**src/twd_pkg.sv**
```systemverilog
// ----------------------------------------------------------------------------
// twd_pkg
// shared widths, constants and tables of the travelling wave displacement block
// ----------------------------------------------------------------------------
package twd_pkg;

   localparam int FRAC_BITS   = 16;
   localparam int SINE_STAGES = 16;
   localparam int MAX_STAGES  = 24;
   localparam int CORDIC_CELLS = (SINE_STAGES < MAX_STAGES) ? SINE_STAGES : MAX_STAGES;

   // phase reduction: one conditional subtract of 2pi*2^k per cell, k high to low
   localparam int RED_CELLS = 22;
   localparam int RW        = 58;
   localparam int CW        = 34;

   // cycles from accepted start to result strobe
   localparam int LATENCY = RED_CELLS + CORDIC_CELLS + 7;
   localparam int ENV_DLY = RED_CELLS + CORDIC_CELLS - 2;

   typedef logic [RW-1:0]        red_type;
   typedef logic signed [CW-1:0] cw_type;

   localparam logic signed [63:0] TWO_PI_Q32  = 64'sd26986075409;
   localparam logic signed [63:0] PI_Q30      = 64'sd3373259426;
   localparam logic signed [63:0] HALF_PI_Q30 = 64'sd1686629713;
   localparam logic signed [63:0] TWO_PI_Q30  = 64'sd6746518852;
   localparam logic signed [63:0] GAIN_Q30    = 64'sd652032874;

   localparam cw_type ATAN_TAB [0:MAX_STAGES-1] = '{
      34'sd843314857, 34'sd497837829, 34'sd263043837, 34'sd133525159,
      34'sd67021687,  34'sd33543516,  34'sd16775851,  34'sd8388437,
      34'sd4194283,   34'sd2097149,   34'sd1048576,   34'sd524288,
      34'sd262144,    34'sd131072,    34'sd65536,     34'sd32768,
      34'sd16384,     34'sd8192,      34'sd4096,      34'sd2048,
      34'sd1024,      34'sd512,       34'sd256,       34'sd128
   };

endpackage

```
**src/twd_red_cell.sv**
```systemverilog
// ----------------------------------------------------------------------------
// twd_red_cell
// one restoring step of the phase reduction modulo 2pi
// ----------------------------------------------------------------------------
module twd_red_cell (
   input  logic              clock,
   input  logic              reset,
   input  logic              in_valid,
   input  twd_pkg::red_type  in_val,
   input  twd_pkg::red_type  modulus,
   output logic              out_valid,
   output twd_pkg::red_type  out_val
);

   logic             valid_ff;
   twd_pkg::red_type val_ff, val_in;

   always_comb begin
      if (in_val >= modulus) begin
         val_in = in_val - modulus;
      end else begin
         val_in = in_val;
      end
   end

   always_ff @(posedge clock) begin
      if (reset) begin
         valid_ff <= 1'b0;
      end else begin
         valid_ff <= in_valid;
      end
      val_ff <= val_in;
   end

   assign out_valid = valid_ff;
   assign out_val   = val_ff;

endmodule

```
**config.mk**
```make
export PLATFORM = sky130hd
export DESIGN_NAME = twd_red_cell
export DESIGN_NICKNAME = d
export VERILOG_FILES = /design/src/twd_pkg.sv /design/src/twd_red_cell.sv
export SDC_FILE = /design/constraint.sdc
export NUM_CORES = 1
export LEC_CHECK = 0
export BUFFER_PORTS_ARGS = -buffer_cell sky130_fd_sc_hd__buf_2
export CAP_MARGIN = 20
export CORE_MARGIN = 2
export CORE_UTILIZATION = 55
export CTS_BUF_LIST = sky130_fd_sc_hd__clkbuf_2 sky130_fd_sc_hd__clkbuf_4 sky130_fd_sc_hd__clkbuf_8
export CTS_CLUSTER_DIAMETER = 60
export CTS_CLUSTER_SIZE = 12
export DETAILED_ROUTE_END_ITERATION = 6
export GPL_ROUTABILITY_DRIVEN = 1
export MAX_ROUTING_LAYER = met4
export PLACE_DENSITY_LB_ADDON = 0.12
export SYNTH_ARGS = -nofsm -noshare
export SYNTH_HDL_FRONTEND = slang
export SYNTH_SLANG_ARGS = --single-unit
```
**constraint.sdc**
```tcl
create_clock -name clock -period 6.31 [get_ports clock]
set_input_delay 0.9465 -clock clock [delete_from_list [all_inputs] [get_ports clock]]
set_output_delay 0.9465 -clock clock [all_outputs]
set_load 0.02 [all_outputs]
```
==> results of run 1 <==
-- final cells by class --
type / count / area, um2
Fill cell: 857 / 3080
Clock inverter: 5 / 100
Timing Repair Buffer: 179 / 913
Multi-Input combinational cell: 583 / 3910
Antenna cell: 1 / 2.50
Clock buffer: 11 / 145
Sequential cell: 59 / 1180
Tap cell: 133 / 166
Inverter: 74 / 278
-- worst max-delay path, stage by stage --
cell and delay [ns]:
buf_2 0.11, ha_1 0.38, a21oi_1 0.30, o21ai_0 0.18, a2111oi_0 0.46, o211a_1 0.36
o21bai_4 0.12, a21oi_2 0.26, o31ai_4 0.10, a21oi_4 0.83, buf_4 0.38, mux2_2 0.35
-- synthesized netlist by cell type (2+ instances only) --
cell and number:
nand2_1 90, o31a_1 2, nand4_1 18, nor3_1 14, and3_1 10, a21oi_2 2
buf_4 6, clkbuf_1 20, a211oi_1 11, o21a_1 8, or2_2 3, o21ai_0 89
a22oi_1 2, o21ai_1 4, dfxtp_1 59, o31ai_1 3, xor2_1 25, a211o_1 2
nand2b_1 8, a21oi_1 61, o21bai_1 11, a31oi_1 5, and4_1 2, nor2b_1 10
nor2_1 25, clkbuf_2 2, and2_1 2, xnor2_1 27, o221ai_1 3, buf_2 11
o211a_1 2, a221oi_1 4, mux2_2 7, inv_1 74, o211ai_1 7, a21o_1 27
a311oi_1 2, nand3_1 18, ha_1 58
-- worst max path at each step --
stage                           to  slack [ns]       start  cells after the start
2_1_floorplan  out_val[57]$_DFF_P_        2.61   in_val[0]                     14
3_3_place_gp   out_val[46]$_DFF_P_        1.65  in_val[21]                     12
3_5_place_dp   out_val[46]$_DFF_P_        1.42  in_val[21]                     12
4_1_cts        out_val[35]$_DFF_P_        1.79  in_val[21]                     12
5_1_grt        out_val[35]$_DFF_P_        1.48  in_val[21]                     12
6_report       out_val[35]$_DFF_P_        1.76  in_val[21]                     12
-- power groups by stage --
stage | Clock (uW) | Sequential (uW) | Combinational (uW)
floorplan | 0 | 553 | 375
global placement | 0 | 463 | 651
detailed placement | 0 | 465 | 657
CTS | 453 | 458 | 662
global route | 470 | 462 | 731
finish | 449 | 457 | 666
-- metrics by stage --
stage / setup WS [ns] / std cells / util [%] / hold slack [ns]
2_1_floorplan: 2.61 / 756 / - / 1.02
3_3_place_gp: 1.65 / 1028 / 66.0 / 1.10
3_5_place_dp: 1.42 / 1028 / 66.0 / 1.11
4_1_cts: 1.79 / 1044 / 68.5 / 0.739
5_1_grt: 1.48 / 1045 / 68.5 / 0.744
6_report: 1.76 / 1045 / 68.5 / 0.749
-- sequential cells by signal (all words and copies together), names as in the netlist --
register   cells
out_valid      1
out_val       58
-- cells by family after synthesis --
family                     Yosys count  share of synthesized area (%)
DFF                                 59                           21.2
xor gates and xnor gates            52                           8.19
and+or+nand+nor                    205                           17.4
muxes                                8                           1.60
buffers and inverters              114                           8.53
AOI/OAI and AO/OA                  259                           29.6
adders and majority gates           59                           13.4
-- metal layers --
metal  GRT usage [%]  up-vias  wire, um
li1                -     2969         -
met1            34.7     2712      6680
met2            51.1      217      7720
met3            4.93       37       983
met4            9.65        0       360
met5               -        -         0
==> results_dict.tcl, run 1 <==
set metrics [dict create \
    ys_seq_elements 59 \
    netSwitchingPower_uw 597 \
    yosys.area.top_type "dfxtp_1" \
    drt-total-wl_um 15700 \
    drt-initial-drc-count 315 \
    fin_crit_sh_pct 72.1 \
    final_common_cell "buf_2" \
    p_clk_share_pct 28.5 \
    place_area_um2 6450 \
    drc 0 \
    die_width_um 105 \
    slew_violations 0 \
    num_vias 5935 \
    h-tree-depth 3 \
    antenna_found_initial 1 \
    tns_ns 0 \
    area_growth_pct 20.5 \
    switching_share_pct 38.0 \
    seq_power_share_pct 29.1 \
    cts_buffers 9 \
    drive_gt1_share_pct 23.6 \
    grt_max_degree 48 \
    most-common-layout-cells "buf_2 (177), nand2_1 (90), o21ai_0 (89)" \
    final_cell_area_um2 6700 \
    synth_ff_type "dfxtp_1" \
    tightestPinTransition_ns 1.03 \
    finalSetupViolCount 0 \
    syn_avg_cell_area_um2 7.35 \
    p_per_area_nw_per_um2 235 \
    ios 178 \
    clock-sinks 59 \
    ys_top_cells_by_area "dfxtp_1 (21%), ha_1 (13%), o21ai_0 (8.0%)" \
    required_ns 6.55 \
    core_area_um2 9770 \
    initial_utilization_pct 56.9 \
    grt_usage_pct 29.5 \
    synth.cell_area_um2 5560 \
    post_cts_buffers 0 \
    maxCapViolations 0 \
    die_h_um 105 \
    rsz0062_at_grt "false" \
    hold_path_class "input pin to flop" \
    synth_nets 934 \
    hold_start "reset" \
    cts-resized-gates 0 \
    fin_nets 1084 \
    start_kind "input pin" \
    globalplace.congestion 0.910 \
    whs_endpoint "out_valid$_SDFF_PP0_" \
    ant_nets 0 \
    p_leak_uw 0.00341 \
    outcome "completed" \
    p_int_uw 975 \
    clockBufferDepth 2 \
    ir_drop_mv 0.128 \
    ys_seq_area_share_pct 21.2 \
    yosysTopAreaCellShare_pct 21.2 \
    hold_buffers 0 \
    syn_inst 756 \
    post-route-min-period_ns 4.55 \
    max_slew_margin_pct 30.9 \
    drt_pass1_iterations 5 \
    worstPathMaxFanout 41 \
    synth-edff-count 0 \
    grt_overflow 0 \
    num_rows 36 \
    power_uw 1570 \
    path_clk_slew_ns 0.07 \
    max_clock_freq_mhz 220 \
    routedWlPerCell_um 15.1 \
    synth.distinct_cells 61 \
    hold_viol_final 0 \
    ys_warn_count 0 \
    grt_pass1_vias 5624 \
    holdPathStages 2 \
    detailed_place_hpwl_um 12600 \
    ys_async_sr_fraction_pct 0 \
    combPwrFrac_pct 42.4 \
    arrival_ns 4.79 \
    grt_pass1_wl_um 26100 \
    io_buffers 177 \
    criticalPathCategory "input pin to flop" \
    setup.worst_path.end_class "flop" \
    ctsRootBufferMaster "clkbuf_8" \
    tritoncts "built" \
    vias_per_cell 5.68 \
    die_area_um2 10900 \
]
No activity file was read; power rests on OpenSTA's default activity.
==> run 2: changes to the inputs <==
--- a/config.mk
+++ b/config.mk
@@ -8,7 +8,7 @@
 export BUFFER_PORTS_ARGS = -buffer_cell sky130_fd_sc_hd__buf_2
 export CAP_MARGIN = 20
 export CORE_MARGIN = 2
-export CORE_UTILIZATION = 55
+export CORE_UTILIZATION = 54
 export CTS_BUF_LIST = sky130_fd_sc_hd__clkbuf_2 sky130_fd_sc_hd__clkbuf_4 sky130_fd_sc_hd__clkbuf_8
 export CTS_CLUSTER_DIAMETER = 60
 export CTS_CLUSTER_SIZE = 12
==> constraint.sdc (replaced) <==
create_clock -name clock -period 4.2 [get_ports clock]
set_input_delay 0.63 -clock clock [delete_from_list [all_inputs] [get_ports clock]]
set_output_delay 0.63 -clock clock [all_outputs]
set_load 0.02 [all_outputs]
==> run 2 against run 1 <==
Power rose by 49%. Sequential power is 50% higher. Global-route usage decreased by 0.16 points. Hold slack got worse by 0.33 ns. Setup slack worse by 1.4 ns. Cell count rose by 0.48%. Cell area up 0.37%. Wire length about the same. Combinational power up 52%. Via count decreased by 1.4%. Highest routed layer unchanged.
==> results_dict.tcl, run 2 (same netlist as run 1, synthesis figures left out) <==
set metrics [dict create \
    final_cell_area_um2 6720 \
    grt_pass1_vias 5772 \
    most-common-layout-cells "buf_2 (177), nand2_1 (90), o21ai_0 (89)" \
    tightestPinTransition_ns 0.669 \
    fin_nets 1087 \
    post_cts_buffers 0 \
    final_common_cell "buf_2" \
    clock-sinks 59 \
    setup.worst_path.end_class "flop" \
    arrival_ns 4.10 \
    vias_per_cell 5.57 \
    clockBufferDepth 2 \
    outcome "completed" \
    place_area_um2 6480 \
    criticalPathCategory "input pin to flop" \
    io_buffers 177 \
    worstPathMaxFanout 6 \
    crit_chain "buf_2 > inv_1 > ha_1 > nand4_1 > nor2_1 > nand4_1 > o21bai_1 > a21oi_1 > a211oi_1 > o31ai_1 > o21ai_0 > or4_1 > and3_1" \
    route.met3.wl_um 791 \
    globalplace.congestion 0.934 \
    tns_ns 0 \
    cp.depth 13 \
    fin_crit_sh_pct 91.3 \
    largest_reg_flops 58 \
    core_area_um2 10100 \
    ctsRootBufferMaster "clkbuf_8" \
    num_vias 5852 \
    finalSetupViolCount 0 \
    p_per_area_nw_per_um2 348 \
    hold_path_class "input pin to flop" \
    slew_violations 0 \
    drt-initial-drc-count 284 \
    num-fill-cells 917 \
    ant_nets 0 \
    num_rows 37 \
    maxCapViolations 0 \
    post-route-min-period_ns 3.84 \
    rsz0062_at_grt "false" \
    wl_met2_um 7590 \
    drc 0 \
    cpMaxStageDelayCell "or4_1" \
    drt_pass1_iterations 7 \
    tritoncts "built" \
    crit_buf_inv 2 \
    h-tree-depth 3 \
    die_width_um 105 \
    multi_input_area_um2 3910 \
    top_layer "met4" \
    max_slew_margin_pct 55.0 \
    cpPeakStageDelay_ns 0.55 \
    hold_buffers 0 \
    ios 178 \
    start_kind "input pin" \
    drive_gt1_share_pct 23.9 \
    max_clock_freq_mhz 261 \
    routedWlPerCell_um 15.0 \
    grt_pass1_wl_um 26100 \
    cts_buffers 9 \
    wl_met1_um 7030 \
    holdPathStages 2 \
    antenna_found_initial 0 \
    area_growth_pct 20.9 \
    critPathMostFrequentCell "nand4_1" \
    cts-resized-gates 0 \
    path_clk_slew_ns 0.07 \
    die_h_um 105 \
    grt_usage_pct 29.3 \
    ir_drop_mv 0.203 \
    detailed_place_hpwl_um 12900 \
    grt_overflow 0 \
    crit_family "compound AO/OA/AOI/OAI gates" \
    required_ns 4.46 \
    num_antenna_cells 0 \
    hold_viol_final 0 \
    grt_max_degree 76 \
    drt-total-wl_um 15800 \
    register_area_um2 1180 \
    p_leak_uw 0.00342 \
    die_area_um2 11100 \
    initial_utilization_pct 54.8 \
]
-- run 2: cell count changes in the layout (fill, tap and decap cells not counted) --
cell	previous run	this run
clkinv_2	2	0
clkbuf_8	10	13
clkbuf_4	1	0
bufinv_16	3	2
diode_2	1	0
clkinvlp_4	0	1
buf_4	1	4
-- run 2: cell type report --
type                    instances  share of cell area, %
flip-flops and latches         59                   17.6
clock inverters                 3                   1.00
clock buffers                  13                   2.66
multi-input cells             583                   58.2
repair buffers                182                   13.9
inverters                      74                   4.13
well taps                     136                   2.53
-- run 2: per-stage QoR --
step	worst slack, ns	hold WS, ns	total power, uW	std cells	util [%]
2_1_floorplan	0.817	0.702	1390	756	-
3_3_place_gp	0.0863	0.784	1690	1034	63.9
3_5_place_dp	0.114	0.793	1690	1034	63.9
4_1_cts	0.478	0.419	2340	1050	66.3
5_1_grt	0.240	0.416	2480	1050	66.3
6_report	0.364	0.420	2340	1050	66.3
-- run 2: path summary, 6_finish.rpt --
| kind | startpoint | end |
|---|---|---|
| setup / recovery | modulus[11] | out_val[57]$_DFF_P_ |
| hold / removal | reset | out_valid$_SDFF_PP0_ |
-- run 2: report_power, final --
group | switching, uW | internal [uW]
clock | 247 | 399
combinational | 615 | 392
sequential | 24.6 | 661
total | 887 | 1450
-- run 2: metal layers --
layer	up-vias	GRT usage (%)
li1	2972	-
met1	2679	35.1
met2	170	49.8
met3	31	5.75
met4	0	9.05
met5	-	-
