## src/twd_pkg.sv

```systemverilog
// ----------------------------------------------------------------------------
// twd_pkg
// shared widths, constants and tables of the travelling wave displacement block
// ----------------------------------------------------------------------------
package twd_pkg;

   localparam int FRAC_BITS   = 16;
   localparam int SINE_STAGES = 16;
   localparam int MAX_STAGES  = 24;
   localparam int CORDIC_CELLS = (SINE_STAGES < MAX_STAGES) ? SINE_STAGES : MAX_STAGES;

   // phase reduction: one conditional subtract of 2pi*2^k per cell, k high to low
   localparam int RED_CELLS = 22;
   localparam int RW        = 58;
   localparam int CW        = 34;

   // cycles from accepted start to result strobe
   localparam int LATENCY = RED_CELLS + CORDIC_CELLS + 7;
   localparam int ENV_DLY = RED_CELLS + CORDIC_CELLS - 2;

   typedef logic [RW-1:0]        red_type;
   typedef logic signed [CW-1:0] cw_type;

   localparam logic signed [63:0] TWO_PI_Q32  = 64'sd26986075409;
   localparam logic signed [63:0] PI_Q30      = 64'sd3373259426;
   localparam logic signed [63:0] HALF_PI_Q30 = 64'sd1686629713;
   localparam logic signed [63:0] TWO_PI_Q30  = 64'sd6746518852;
   localparam logic signed [63:0] GAIN_Q30    = 64'sd652032874;

   localparam cw_type ATAN_TAB [0:MAX_STAGES-1] = '{
      34'sd843314857, 34'sd497837829, 34'sd263043837, 34'sd133525159,
      34'sd67021687,  34'sd33543516,  34'sd16775851,  34'sd8388437,
      34'sd4194283,   34'sd2097149,   34'sd1048576,   34'sd524288,
      34'sd262144,    34'sd131072,    34'sd65536,     34'sd32768,
      34'sd16384,     34'sd8192,      34'sd4096,      34'sd2048,
      34'sd1024,      34'sd512,       34'sd256,       34'sd128
   };

endpackage

```

## src/twd_cordic_cell.sv

```systemverilog
// ----------------------------------------------------------------------------
// twd_cordic_cell
// one rotation step of the sine cordic
// ----------------------------------------------------------------------------
module twd_cordic_cell (
   input  logic            clock,
   input  logic            reset,
   input  logic            in_valid,
   input  twd_pkg::cw_type in_x,
   input  twd_pkg::cw_type in_y,
   input  twd_pkg::cw_type in_z,
   input  logic [4:0]      shift_amt,
   input  twd_pkg::cw_type angle,
   output logic            out_valid,
   output twd_pkg::cw_type out_x,
   output twd_pkg::cw_type out_y,
   output twd_pkg::cw_type out_z
);

   logic            valid_ff;
   twd_pkg::cw_type x_ff, y_ff, z_ff;
   twd_pkg::cw_type x_in, y_in, z_in;
   twd_pkg::cw_type xs, ys;

   always_comb begin
      xs = in_x >>> shift_amt;
      ys = in_y >>> shift_amt;
      if (!in_z[twd_pkg::CW-1]) begin
         x_in = in_x - ys;
         y_in = in_y + xs;
         z_in = in_z - angle;
      end else begin
         x_in = in_x + ys;
         y_in = in_y - xs;
         z_in = in_z + angle;
      end
   end

   always_ff @(posedge clock) begin
      if (reset) begin
         valid_ff <= 1'b0;
      end else begin
         valid_ff <= in_valid;
      end
      x_ff <= x_in;
      y_ff <= y_in;
      z_ff <= z_in;
   end

   assign out_valid = valid_ff;
   assign out_x     = x_ff;
   assign out_y     = y_ff;
   assign out_z     = z_ff;

endmodule

```

## config.mk

```make
export PLATFORM = sky130hd
export DESIGN_NAME = twd_cordic_cell
export DESIGN_NICKNAME = d
export VERILOG_FILES = /design/src/twd_pkg.sv /design/src/twd_cordic_cell.sv
export SDC_FILE = /design/constraint.sdc
export NUM_CORES = 1
export LEC_CHECK = 0
export ABC_AREA = 0
export BUFFER_PORTS_ARGS = -buffer_cell sky130_fd_sc_hd__buf_2
export CORE_MARGIN = 3
export CORE_UTILIZATION = 42
export DETAILED_ROUTE_END_ITERATION = 8
export PLACE_DENSITY = 0.7
export SYNTH_ARGS = -nofsm -noshare
export SYNTH_HDL_FRONTEND = slang
export SYNTH_SLANG_ARGS = --single-unit
```

## constraint.sdc

```tcl
create_clock -name clock -period 6.5 [get_ports clock]
set_clock_uncertainty 0.05 [all_clocks]
set_input_delay 0 -clock clock [delete_from_list [all_inputs] [get_ports clock]]
set_output_delay 0 -clock clock [all_outputs]
set_load 0.01 [all_outputs]
```

==> metrics.txt <==
# TYPE chip_impl_metric gauge
chip_impl_info{name="outcome",value="finished clean"} 1
chip_impl_metric{name="crit_fanout",unit=""} 43
chip_impl_metric{name="grt_max_degree",unit=""} 69
chip_impl_info{name="crit_path_end_kind",value="flip-flop"} 1
chip_impl_metric{name="final.min_clock_period",unit="ns"} 5.92
chip_impl_metric{name="p_int",unit="µW"} 2150
chip_impl_metric{name="drive_gt1_frac",unit=""} 0.246
chip_impl_info{name="cts.root.buffer_cell",value="sky130_fd_sc_hd__clkbuf_16"} 1
chip_impl_info{name="last_element_of_the_critical_path",value="out_x[33]$_DFF_P_"} 1
chip_impl_metric{name="tritoncts.num_buffers",unit=""} 9
chip_impl_metric{name="ant_nets",unit=""} 0
chip_impl_info{name="yosys_most_used_dff",value="sky130_fd_sc_hd__dfxtp_1"} 1
chip_impl_metric{name="power.share.switching",unit=""} 0.424
chip_impl_metric{name="grt_pass1_wl",unit="µm"} 77200
chip_impl_metric{name="clock_tree.buffer_depth",unit=""} 2
chip_impl_metric{name="post-route-drc-count",unit=""} 0
chip_impl_metric{name="number_of_enable_flip_flop_cells_after_synthesis",unit=""} 0
chip_impl_metric{name="final_cell_utilization_of_the_core",unit=""} 0.500
chip_impl_metric{name="globalRouteTotalUtil",unit=""} 0.269
chip_impl_metric{name="power_frac_comb",unit=""} 0.589
chip_impl_metric{name="wire_per_inst",unit="µm"} 21.6
chip_impl_metric{name="slew_at_the_pin_closest_to_its_max_slew_limit",unit="ns"} 0.982
chip_impl_info{name="grt_setup_unrepaired",value="no"} 1
chip_impl_metric{name="boundaryPins",unit=""} 247
chip_impl_metric{name="power.share.sequential",unit=""} 0.259
chip_impl_metric{name="dieWidth",unit="µm"} 190
chip_impl_metric{name="finish_stage_setup_viols",unit=""} 0
chip_impl_metric{name="grt_pass1_vias",unit=""} 13700
chip_impl_metric{name="ir_drop",unit="V"} 0.000143
chip_impl_metric{name="via_count",unit=""} 14300
chip_impl_metric{name="fmax",unit="MHz"} 169
chip_impl_metric{name="post_synth_num_cell_types",unit=""} 93
chip_impl_metric{name="drt_pass1_iterations",unit=""} 5
chip_impl_metric{name="initialDrtViolationCount",unit=""} 1380
chip_impl_metric{name="syn-cell-area",unit="mm²"} 0.0142
chip_impl_metric{name="register_area_share_after_synthesis",unit=""} 0.145
chip_impl_metric{name="post_synth.cell_area_avg",unit="µm²"} 8.71
chip_impl_metric{name="synthesis.yosys.warnings",unit=""} 0
chip_impl_metric{name="timing.critical_path.arrival",unit="ns"} 6.18
chip_impl_metric{name="cp_data_required_time",unit="ns"} 6.76
chip_impl_metric{name="timing_max_transition_violations_final",unit=""} 0
chip_impl_metric{name="initial_core_util",unit=""} 0.432
chip_impl_info{name="min-delay-path-class",value="in2reg"} 1
chip_impl_info{name="timing.setup.critical_path_class",value="in2reg"} 1
chip_impl_metric{name="finalNonFillerCells",unit=""} 2323
chip_impl_metric{name="cts.repair.resized",unit=""} 0
chip_impl_metric{name="num-nets-final",unit=""} 2123
chip_impl_metric{name="synth-seq-cells",unit=""} 103
chip_impl_metric{name="grt_antenna_before_repair",unit=""} 1
chip_impl_metric{name="power_density",unit="mW/mm²"} 226
chip_impl_metric{name="viasPerCell",unit=""} 6.17
chip_impl_info{name="ys_top_cells_by_area",value="sky130_fd_sc_hd__mux4_2, sky130_fd_sc_hd__dfxtp_1, sky130_fd_sc_hd__ha_1, sky130_fd_sc_hd__xnor2_1, sky130_fd_sc_hd__a21oi_1"} 1
chip_impl_info{name="cts_tree",value="done"} 1
chip_impl_metric{name="drv_cap",unit=""} 0
chip_impl_metric{name="synthToLayoutAreaGrowth",unit="%"} 15.9
chip_impl_metric{name="mappedNetlistNets",unit=""} 1882
chip_impl_metric{name="synthArstFlopShare",unit=""} 0
chip_impl_metric{name="worst_setup_hold_path_clk_slew",unit="ns"} 0.07
chip_impl_metric{name="dp.final_hpwl",unit="µm"} 39300
chip_impl_metric{name="cts-htree-levels",unit=""} 3
chip_impl_metric{name="fin_setup_tns",unit="ns"} 0
chip_impl_metric{name="buffer_count_from_post_cts_setup_fixing",unit=""} 0
chip_impl_info{name="setup.worst_path.start",value="shift_amt[1]"} 1
chip_impl_metric{name="grt_overflow",unit=""} 0
chip_impl_metric{name="p_leak",unit="µW"} 0.00727
chip_impl_metric{name="clock_sinks",unit=""} 103
chip_impl_metric{name="io_buffer_count",unit=""} 246
chip_impl_metric{name="total_instance_count_after_detailed_placement",unit=""} 2270
chip_impl_metric{name="cts-hold-fix-buffers",unit=""} 35
chip_impl_metric{name="routability_congestion",unit=""} 0.993
chip_impl_metric{name="die-area",unit="mm²"} 0.0361
chip_impl_metric{name="post_synth_inst_count",unit=""} 1633
chip_impl_metric{name="floorplan.rows",unit=""} 66
chip_impl_metric{name="slew-limit-headroom",unit=""} 0.338
chip_impl_metric{name="final_min_period_over_clock_period",unit=""} 0.911
chip_impl_info{name="critical_path.startpoint_type",value="input port"} 1
chip_impl_metric{name="synthDominantCellAreaShare",unit=""} 0.149
chip_impl_metric{name="die_h",unit="µm"} 190
chip_impl_metric{name="finalHoldViolCount",unit=""} 0
chip_impl_metric{name="drt-total-wl",unit="µm"} 50200
chip_impl_info{name="netlist.top_cell.by_area",value="sky130_fd_sc_hd__mux4_2"} 1
chip_impl_metric{name="clock_power_share",unit=""} 0.152
chip_impl_metric{name="design.core.area",unit="mm²"} 0.0329
chip_impl_metric{name="n_fill_cell",unit=""} 3180
chip_impl_metric{name="p_switching",unit="µW"} 1580
Yosys cell counts, types with 6 or more instances:
cell / n
sky130_fd_sc_hd__buf_2: 22
sky130_fd_sc_hd__buf_4: 7
sky130_fd_sc_hd__a21o_1: 61
sky130_fd_sc_hd__nor3_1: 34
sky130_fd_sc_hd__o22ai_1: 16
sky130_fd_sc_hd__o21bai_1: 23
sky130_fd_sc_hd__clkbuf_1: 31
sky130_fd_sc_hd__buf_6: 11
sky130_fd_sc_hd__and3_1: 18
sky130_fd_sc_hd__inv_1: 54
sky130_fd_sc_hd__mux2_1: 8
sky130_fd_sc_hd__buf_1: 13
sky130_fd_sc_hd__nand3_1: 24
sky130_fd_sc_hd__or3_1: 8
sky130_fd_sc_hd__nor4_1: 8
sky130_fd_sc_hd__o21a_1: 14
sky130_fd_sc_hd__and2_1: 14
sky130_fd_sc_hd__ha_1: 102
sky130_fd_sc_hd__a21boi_0: 6
sky130_fd_sc_hd__or2_2: 8
sky130_fd_sc_hd__a31oi_1: 26
sky130_fd_sc_hd__a211o_1: 7
sky130_fd_sc_hd__o31ai_1: 8
sky130_fd_sc_hd__o21ai_0: 54
sky130_fd_sc_hd__xnor2_1: 105
sky130_fd_sc_hd__nand2_1: 115
sky130_fd_sc_hd__mux2i_1: 57
sky130_fd_sc_hd__dfxtp_1: 103
sky130_fd_sc_hd__a21oi_1: 161
sky130_fd_sc_hd__mux2_2: 26
sky130_fd_sc_hd__a211oi_1: 17
sky130_fd_sc_hd__o211ai_1: 12
sky130_fd_sc_hd__mux4_2: 94
sky130_fd_sc_hd__a221oi_1: 10
sky130_fd_sc_hd__xor2_1: 74
sky130_fd_sc_hd__nor2_1: 118
sky130_fd_sc_hd__nor2b_1: 25
sky130_fd_sc_hd__a41oi_1: 6
sky130_fd_sc_hd__nand2b_1: 17
per-stage QoR:
stage | area (µm²) | worst slack (ns) | total power, µW | hold slack [ns]
2_1_floorplan | 14200 | 1.23 | 2420 | 0.0216
3_3_place_gp | 15800 | 0.473 | 3110 | 0.110
3_5_place_dp | 15800 | 0.292 | 3130 | 0.114
4_1_cts | 16500 | 0.679 | 3740 | 0.00151
5_1_grt | 16500 | 0.175 | 4000 | 0.0380
6_report | 16500 | 0.578 | 3730 | 0.0279
cell families after synthesis:
logic type,synth area share
buf+inv,0.0468
xor+xnor,0.111
simple gates,0.150
flops,0.145
fa+ha+maj,0.0940
compound gates,0.232
mux,0.221
layout by cell type, fill, tap and decap left out, types with 26 or more instances in the layout:
cell type and n:
sky130_fd_sc_hd__xor2_1 74, sky130_fd_sc_hd__mux2_2 26, sky130_fd_sc_hd__dfxtp_1 103, sky130_fd_sc_hd__a21oi_1 161, sky130_fd_sc_hd__inv_1 54, sky130_fd_sc_hd__nor2_1 118
sky130_fd_sc_hd__a21o_1 61, sky130_fd_sc_hd__nor3_1 34, sky130_fd_sc_hd__buf_2 242, sky130_fd_sc_hd__nand2_1 115, sky130_fd_sc_hd__o21ai_0 54, sky130_fd_sc_hd__mux4_2 94
sky130_fd_sc_hd__ha_1 102, sky130_fd_sc_hd__mux2i_1 57, sky130_fd_sc_hd__a31oi_1 26, sky130_fd_sc_hd__dlygate4sd3_1 35, sky130_fd_sc_hd__buf_4 35, sky130_fd_sc_hd__xnor2_1 105
registers in the layout, summed over array words and instances, names as in the netlist:
signal / cells
out_y: 34
out_x: 34
out_valid: 1
out_z: 34
per-layer routing:
layer | up-vias | GRT usage | wire (µm)
met4 | 0 | 0.0933 | 1570
met5 | - | 0 | 0
li1 | 6674 | - | -
met2 | 759 | 0.445 | 23100
met1 | 6792 | 0.355 | 20900
met3 | 99 | 0.0444 | 4610
power by group through the flow:
| stage | Clock [µW] | Sequential [µW] | Combinational [µW] |
|---|---|---|---|
| after CTS | 589 | 971 | 2180 |
| after global placement | 0 | 980 | 2130 |
| after global routing | 611 | 993 | 2400 |
| after detailed placement | 0 | 983 | 2150 |
| after floorplan | 0 | 1120 | 1300 |
| final | 567 | 966 | 2200 |
area by class of cell:
type	instances	area, µm²	area share
clock buffers	9	225	0.0137
clock inverters	7	70.1	0.00425
well taps	442	553	0.0335
repair buffers	314	1860	0.113
diodes	2	5.00	0.000304
multi-input cells	1389	11500	0.697
flip-flops and latches	103	2060	0.125
inverters	57	214	0.0130
worst min-delay path by stage:
stage | slack (ns) | startpoint | to | cells past startpoint
floorplan | 0.02 | reset | out_valid$_SDFF_PP0_ | 1
global placement | 0.11 | reset | out_valid$_SDFF_PP0_ | 2
detailed placement | 0.11 | reset | out_valid$_SDFF_PP0_ | 2
CTS | 0.002 | in_z[8] | out_z[8]$_DFF_P_ | 3
global route | 0.04 | in_z[17] | out_z[17]$_DFF_P_ | 3
finish | 0.03 | in_z[8] | out_z[8]$_DFF_P_ | 3
worst max-delay path: stages:
cell and delay, ns:
sky130_fd_sc_hd__buf_4 0.54, sky130_fd_sc_hd__buf_4 0.35, sky130_fd_sc_hd__mux4_2 0.59, sky130_fd_sc_hd__mux2i_1 0.34, sky130_fd_sc_hd__nor2_1 0.07, sky130_fd_sc_hd__a21oi_1 0.24
sky130_fd_sc_hd__mux2_2 0.23, sky130_fd_sc_hd__ha_1 0.25, sky130_fd_sc_hd__nand2_1 0.17, sky130_fd_sc_hd__nor2_1 0.18, sky130_fd_sc_hd__a21oi_1 0.10, sky130_fd_sc_hd__xor2_1 0.17
sky130_fd_sc_hd__ha_1 0.34, sky130_fd_sc_hd__a21o_1 0.21, sky130_fd_sc_hd__a21o_1 0.21, sky130_fd_sc_hd__nor4_1 0.26, sky130_fd_sc_hd__a21oi_1 0.18, sky130_fd_sc_hd__a311o_1 0.42
sky130_fd_sc_hd__a21boi_0 0.20, sky130_fd_sc_hd__buf_4 0.17, sky130_fd_sc_hd__o31ai_1 0.11, sky130_fd_sc_hd__a2111o_1 0.44, sky130_fd_sc_hd__a31oi_1 0.21, sky130_fd_sc_hd__xnor2_1 0.14
No activity file was read; power rests on OpenSTA's default activity.
